==> src/sv/scaled_alpha_blit_assert.svh <==
// Assertion macros shared by the blitter RTL.
`ifndef SCALED_ALPHA_BLIT_ASSERT_SVH
`define SCALED_ALPHA_BLIT_ASSERT_SVH
// Implication checked on every clock edge outside reset.
`define SAB_ASSERT_IMP(label, clk, rstn, ante, cons) \
    label: assert property (@(posedge clk) disable iff (!rstn) (ante) |-> (cons)) \
        else $error("assertion failed");
// Next-cycle implication checked outside reset.
`define SAB_ASSERT_NXT(label, clk, rstn, ante, cons) \
    label: assert property (@(posedge clk) disable iff (!rstn) (ante) |=> (cons)) \
        else $error("assertion failed");
`endif

==> src/sv/sab_pkg.sv <==
// Package with constants and types of the scaled alpha blitter.
package sab_pkg;
    localparam int MAX_WIN_W_DEF   = 256;
    localparam int MAX_WIN_H_DEF   = 256;
    localparam int MAX_SRC_DIM_DEF = 1024;

    localparam logic [2:0] REG_DEST_X = 3'd0;
    localparam logic [2:0] REG_DEST_Y = 3'd1;
    localparam logic [2:0] REG_DEST_W = 3'd2;
    localparam logic [2:0] REG_DEST_H = 3'd3;
    localparam logic [2:0] REG_SRC_W  = 3'd4;
    localparam logic [2:0] REG_SRC_H  = 3'd5;
    localparam logic [2:0] REG_WIN_W  = 3'd6;
    localparam logic [2:0] REG_WIN_H  = 3'd7;

    typedef struct packed {
        logic clr_step;
        logic load;
        logic div_start;
        logic map;
        logic blend;
        logic done;
    } sab_cmd_t;

    typedef struct packed {
        logic clr_last;
        logic div_done;
        logic visible;
        logic opaque;
        logic transparent;
        logic blend_done;
    } sab_stat_t;
endpackage

==> src/sv/sab_ctrl.sv <==
// Controller state machine of the blitter.
module sab_ctrl
    import sab_pkg::*;
(
    input  logic      aclk,
    input  logic      aresetn,
    input  logic      s_valid,
    output logic      s_ready,
    output logic      m_valid,
    input  logic      m_ready,
    output sab_cmd_t  cmd,
    input  sab_stat_t stat
);
    localparam logic [2:0] ST_CLEAR = 3'd0;
    localparam logic [2:0] ST_IDLE  = 3'd1;
    localparam logic [2:0] ST_DIV   = 3'd2;
    localparam logic [2:0] ST_MAP   = 3'd3;
    localparam logic [2:0] ST_RD    = 3'd4;
    localparam logic [2:0] ST_BLEND = 3'd5;
    localparam logic [2:0] ST_DONE  = 3'd6;
    localparam logic [2:0] ST_START = 3'd7;

    logic [2:0] state_reg, state_next;
    logic       mv_reg, mv_next;

    always_comb begin
        state_next = state_reg;
        mv_next = mv_reg;
        cmd = '0;
        s_ready = (state_reg == ST_IDLE);
        if (mv_reg && m_ready) begin
            mv_next = 1'b0;
        end
        case (state_reg)
            ST_CLEAR: begin
                cmd.clr_step = 1'b1;
                if (stat.clr_last) begin
                    state_next = ST_IDLE;
                end
            end
            ST_IDLE: begin
                if (s_valid && s_ready) begin
                    cmd.load = 1'b1;
                    state_next = ST_START;
                end
            end
            ST_START: begin
                cmd.div_start = 1'b1;
                state_next = ST_DIV;
            end
            ST_DIV: begin
                if (stat.div_done) begin
                    state_next = ST_MAP;
                end
            end
            ST_MAP: begin
                cmd.map = 1'b1;
                state_next = ST_RD;
            end
            ST_RD: begin
                state_next = ST_BLEND;
            end
            ST_BLEND: begin
                if (!stat.visible || stat.opaque || stat.transparent) begin
                    state_next = ST_DONE;
                end else begin
                    cmd.blend = 1'b1;
                    if (stat.blend_done) begin
                        state_next = ST_DONE;
                    end
                end
            end
            ST_DONE: begin
                if (!mv_reg || m_ready) begin
                    cmd.done = 1'b1;
                    mv_next = 1'b1;
                    state_next = ST_IDLE;
                end
            end
            default: state_next = ST_IDLE;
        endcase
    end

    always_ff @(posedge aclk) begin
        if (!aresetn) begin
            state_reg <= ST_CLEAR;
            mv_reg <= 1'b0;
        end else begin
            state_reg <= state_next;
            mv_reg <= mv_next;
        end
    end
    assign m_valid = mv_reg;
endmodule

==> config.mk <==
export PLATFORM = sky130hd
export DESIGN_NAME = sab_ctrl
export DESIGN_NICKNAME = d
export VERILOG_FILES = /design/src/sv/scaled_alpha_blit_assert.svh /design/src/sv/sab_pkg.sv /design/src/sv/sab_ctrl.sv
export SDC_FILE = /design/constraint.sdc
export NUM_CORES = 1
export LEC_CHECK = 0
export ABC_AREA = 1
export ABC_CLOCK_PERIOD_IN_PS = 1010
export BUFFER_PORTS_ARGS = -buffer_cell sky130_fd_sc_hd__buf_2
export CAP_MARGIN = 20
export CORE_AREA = 2 2 39 41
export CTS_CLUSTER_DIAMETER = 40
export DETAILED_ROUTE_END_ITERATION = 10
export DIE_AREA = 0 0 41 43
export HOLD_SLACK_MARGIN = 0.03
export PLACE_DENSITY_LB_ADDON = 0.08
export SLEW_MARGIN = 20
export SYNTH_ARGS = -nofsm -noshare
export SYNTH_HDL_FRONTEND = slang
export SYNTH_SLANG_ARGS = --single-unit
==> constraint.sdc <==
create_clock -name aclk -period 1.01 [get_ports aclk]
set_input_delay 0.1515 -clock aclk [delete_from_list [all_inputs] [get_ports aclk]]
set_output_delay 0.1515 -clock aclk [all_outputs]
set_load 0.005 [all_outputs]
==> impl_metrics.tcl, run 1 <==
set metrics [dict create \
    ant_nets 0 \
    portBuffers 17 \
    finalPower_uw 2207 \
    diodes 0 \
    postSynthAreaPerCell_um2 6.479 \
    grt_pass1_wl_mm 1.738 \
    fin_nets 102 \
    yosysWarnings 0 \
    clock_latency_ns 0.24 \
    period_needed_ns 1.224 \
    cts_sinks 4 \
    setup_slack_ns -0.2136 \
    grt_max_degree 8 \
    maxCapViolations 0 \
    min_from "aresetn" \
    dr_total_vias 469 \
    reg2reg_from "state_reg[1]" \
    critPathMaxStageDelay_ns 0.35 \
    ys_ff_latch 4 \
    max_freq_mhz 817.3 \
    ios 18 \
    die_width_um 41 \
    die-area_um2 1763 \
    hold_depth 3 \
    fin_cells 106 \
    globalRouteOverflowTotal 0 \
    syn_inst 56 \
    hold_class "in -> reg" \
    crit_fanout 5 \
    cp_num_buf_inv 3 \
    leakage_uw 0.0004042 \
    worst_pin_slew_ns 0.1919 \
    tns_ns -1.708 \
    hold_slack_ns 0.1672 \
    start_util 0.2622 \
    gp_congestion 0.7096 \
    cts_tree "done" \
    wirelength_mm 1.090 \
    grt_pass1_vias 422 \
    crit_type "reg -> out" \
    syn_to_final_growth_pct 108.3 \
    ir_drop_v 0.001684 \
    ys_seq_area_frac 0.2207 \
    path_cells "buf_12 -> inv_8 -> nor2_4 -> and2_4 -> buf_2" \
    endpoint_kind "output port" \
    largest_register_ffs 3 \
    crit_cells 5 \
    rr_worst_depth 9 \
    reg2reg_to "state_reg[2]" \
    power_density_nw_per_um2 2921 \
    placed_cells 97 \
    skew_ns 0.0007235 \
    rsz0062_at_grt "true" \
    hold_viol 0 \
    synth.net_count 66 \
    grtUsageTotal 0.1476 \
    htreeDepth 1 \
    synth.distinct_cells 21 \
    clk_pin_slew_ns 0.04 \
    slew_headroom 0.8718 \
    drtIter0Drc 2 \
    synth_area_um2 362.8 \
    slowest_stage "dfxtp_4" \
    critPathRequiredTime_ns 0.86 \
    vias_per_cell 4.425 \
    detailed_place_hpwl_um 748.5 \
    start_kind "flip-flop" \
    critical-path-top-delay-family "flip-flops" \
    cts-root-buf "clkbuf_4" \
    violations "setup timing" \
    antenna_found_initial 0 \
    core_area_um2 1384 \
    post-place-ws_ns -0.1879 \
    clk_path_buf_depth 2 \
    worstPathArrival_ns 1.07 \
    maxSlewViolCount 0 \
    outcome "complete, but fails checks" \
    cts_buffers 3 \
    drive_above_1_share 0.7444 \
    finalSetupViolCount 10 \
    r2r_slack_ns -0.18 \
    min_to "state_reg[2]" \
    die_y_um 43 \
    drcViolationCount 0 \
    fp-row-count 14 \
    wl_per_cell_um 10.28 \
    dr.pass1.iters 2 \
    finalCritPeriodShare 1.211 \
]
-- how the worst max path moves through the flow --
| stage | startpoint | endpoint |
|---|---|---|
| global route | state_reg[1] | cmd[1] |
| global placement | state_reg[0] | state_reg[1] |
| floorplan | state_reg[2] | state_reg[1] |
| detailed placement | state_reg[0] | state_reg[1] |
| finish | state_reg[2] | cmd[1] |
| CTS | state_reg[2] | cmd[1] |
-- cells by family after synthesis --
| group | share of synthesized area |
|---|---|
| AOI/OAI and AO/OA | 0.08965 |
| xor gates and xnor gates | 0.02414 |
| buffers and inverters | 0.1517 |
| DFF | 0.2207 |
| and+or+nand+nor | 0.5138 |
-- per-stage QoR --
step | utilization | area [µm²]
finish | 0.5461 | 755.7
detailed placement | 0.4069 | 563.0
floorplan | - | 392.9
CTS | 0.5253 | 726.9
global route | 0.5461 | 755.7
global placement | 0.4069 | 563.0
-- cell usage in the layout (no fill, tap or decap), types with 4 or more instances in the layout --
| cell type | n |
|---|---|
| nor2_4 | 6 |
| nand2_2 | 4 |
| buf_2 | 17 |
| buf_4 | 11 |
| nor2_1 | 6 |
| nand3_2 | 5 |
| nand2_1 | 4 |
-- worst reg2reg max path, delay by kind of cell (launching register included) --
kind / cells / cell delay (ns)
flops: 1 / 0.37
buf+inv: 2 / 0.19
simple gates: 7 / 0.54
-- final cells by class --
cell class,instances,area [µm²]
sequential,4,92.59
timing repair buffer,33,257.7
fill,147,628.1
tap,16,20.02
inverter,8,42.54
clock buffer,3,22.52
multi-input combinational,42,320.3
-- report_power, final --
part / internal, µW / switching (µW) / total [µW]
registers: 260 / 128 / 387
clock network: 134 / 76.1 / 210
logic: 859 / 751 / 1610
total: 1250 / 955 / 2210
-- synth_stat cells, drive strengths merged --
library cell	n	area (µm²)
nor2	13	66.31
nand2	10	45.05
inv	7	28.78
nand3	6	35.03
a21oi	4	20.02
dfxtp	4	80.08
nor3	3	15.01
buf	2	22.52
and2	1	6.260
clkinv	1	3.750
nand3b	1	11.26
nor3b	1	7.510
o21a	1	7.510
o21ai	1	5.000
xor2	1	8.760
-- metal layers --
metal / vias up / part of all wire / track usage
met5: - / 0 / 0
met4: 0 / 0.0092 / 0.08000
met3: 2 / 0.026 / 0.04712
met2: 7 / 0.55 / 0.2313
met1: 213 / 0.42 / 0.1672
li1: 247 / - / -
-- what timing repair did --
item                                    4_1_cts  5_1_grt
resized for setup                            21        8
endpoints found under the setup margin       10       11
pin swaps                                     6        2
hold buffers                                  0        0
hold endpoints to repair                      0        0
buffers inserted                              4        1
cloned                                        1        0
No activity file was read; power rests on OpenSTA's default activity.
==> run 2: changes to the inputs <==
--- a/config.mk
+++ b/config.mk
@@ -6,7 +6,7 @@
 export NUM_CORES = 1
 export LEC_CHECK = 0
 export ABC_AREA = 1
-export ABC_CLOCK_PERIOD_IN_PS = 1010
+export ABC_CLOCK_PERIOD_IN_PS = 1090
 export BUFFER_PORTS_ARGS = -buffer_cell sky130_fd_sc_hd__buf_2
 export CAP_MARGIN = 20
 export CORE_AREA = 2 2 39 41
==> constraint.sdc (replaced) <==
create_clock -name aclk -period 1.09 [get_ports aclk]
set_input_delay 0.1635 -clock aclk [delete_from_list [all_inputs] [get_ports aclk]]
set_output_delay 0.1635 -clock aclk [all_outputs]
set_load 0.005 [all_outputs]
==> run 2 against run 1 <==
Cell area down 6.5%. Critical path type unchanged. The flow still finishes with violations (setup timing). Critical endpoint is now cmd[4]. Largest cell class unchanged. Cell count up 0.94%. Global-route usage down 1.4 points. Via count up 1.1%. Wire length shrank 5.7%.
==> impl_metrics.tcl, run 2 (synthesis results as in run 1) <==
set metrics [dict create \
    outcome "complete, but fails checks" \
    finalSetupViolCount 10 \
    drtIter0Drc 2 \
    cts_tree "done" \
    portBuffers 17 \
    die_y_um 43 \
    syn_to_final_growth_pct 94.83 \
    start_util 0.2622 \
    dr.pass1.iters 2 \
    placed_cells 98 \
    vias_per_cell 4.430 \
    grt_max_degree 7 \
    grtUsageTotal 0.1335 \
    cts_hold_buffers 0 \
    cts_sinks 4 \
    grt_pass1_vias 419 \
    globalRouteOverflowTotal 0 \
    slowest_stage "dfxtp_4" \
    dpl-instance-area_um2 533.0 \
    antenna_found_initial 0 \
    crit_type "reg -> out" \
    max_freq_mhz 844.7 \
    crit_fanout 5 \
    critPathMaxStageDelay_ns 0.36 \
    rsz0062_at_grt "true" \
    clock_latency_ns 0.23 \
    final_common_cell "buf_2" \
    clk_path_buf_depth 2 \
    cp_num_buf_inv 3 \
    worst_pin_slew_ns 0.2615 \
    hold_class "in -> reg" \
    post-place-ws_ns -0.1407 \
    skew_ns 0.002368 \
    htreeDepth 1 \
    clk_pin_slew_ns 0.04 \
    dr_total_vias 474 \
    period_needed_ns 1.184 \
    setup_slack_ns -0.09385 \
    slew_headroom 0.8253 \
    die_width_um 41 \
    maxCapViolations 0 \
    final_area_um2 706.9 \
    finalPower_uw 1886 \
    mostFrequentLayoutCells "buf_2, buf_4, nand2_1, nor2_1, nand3_2" \
    leakage_uw 0.0003596 \
    endpoint_kind "output port" \
    critPathRequiredTime_ns 0.93 \
    fp-row-count 14 \
    violations "setup timing" \
    ir_drop_v 0.001104 \
    fillers 152 \
    detailed_place_hpwl_um 695.8 \
    ant_nets 0 \
    power_density_nw_per_um2 2667 \
    hold_viol 0 \
    worstPathArrival_ns 1.02 \
    largest_register_ffs 3 \
    wl_per_cell_um 9.607 \
    die-area_um2 1763 \
    ios 18 \
    fin_cells 107 \
    final-seq-area_um2 91.34 \
    drive_above_1_share 0.7143 \
    multiInputGateArea_um2 299.0 \
    grt_pass1_wl_mm 1.593 \
    diodes 0 \
    finalCritPeriodShare 1.086 \
    cts-root-buf "clkbuf_4" \
    core_area_um2 1384 \
    path_cells "inv_4 -> nand2_4 -> buf_6 -> nor3_2 -> buf_2" \
    cts_buffers 3 \
    fin_nets 103 \
    maxSlewViolCount 0 \
    drcViolationCount 0 \
    critical-path-top-delay-family "flip-flops" \
    gp_congestion 0.7283 \
    start_kind "flip-flop" \
    hold_slack_ns 0.1769 \
    wirelength_mm 1.028 \
]
run 2: power breakdown:
group / internal (µW) / total [µW] / switching (µW)
registers: 240 / 347 / 107
clock network: 123 / 184 / 60.4
logic: 706 / 1350 / 649
run 2: metrics by stage:
| stage | setup TNS (ns) | util |
|---|---|---|
| 3_3_place_gp | -0.5476 | 0.3852 |
| 3_5_place_dp | -0.4730 | 0.3852 |
| 2_1_floorplan | 0 | - |
| 5_1_grt | -1.401 | 0.5109 |
| 4_1_cts | -0.7619 | 0.4702 |
| 6_report | -0.7184 | 0.5109 |
run 2: worst min-delay path, cell delays in order:
cell and delay (ns):
buf_2 0.12, nand2_1 0.05, nor2_1 0.03
run 2: repair_timing:
item,CTS,global route
pin swaps,1,8
gates resized for setup,20,11
endpoints found under the setup margin,10,10
buffers inserted,4,2
run 2: worst paths after layout:
path	slack, ns	from	depth (start not counted)	to
max	-0.09	state_reg[1]	5	cmd[4]
min	0.18	aresetn	3	state_reg[0]
max reg2reg	-0.08	state_reg[0]	9	state_reg[0]
min reg2reg	0.55	state_reg[2]	2	state_reg[2]
run 2: area by class of cell:
class | instances | area share
clock buffers | 3 | 0.03186
inverters | 8 | 0.06018
multi-input cells | 42 | 0.4230
flip-flops and latches | 4 | 0.1292
well taps | 16 | 0.02832
repair buffers | 34 | 0.3274
run 2: layer usage:
layer / global-route usage / vias to the layer above / wire length, µm
met5: 0 / - / 0
met4: 0.1000 / 0 / 12
met3: 0.01571 / 2 / 47
met2: 0.2156 / 11 / 569
met1: 0.1479 / 211 / 398
li1: - / 250 / -
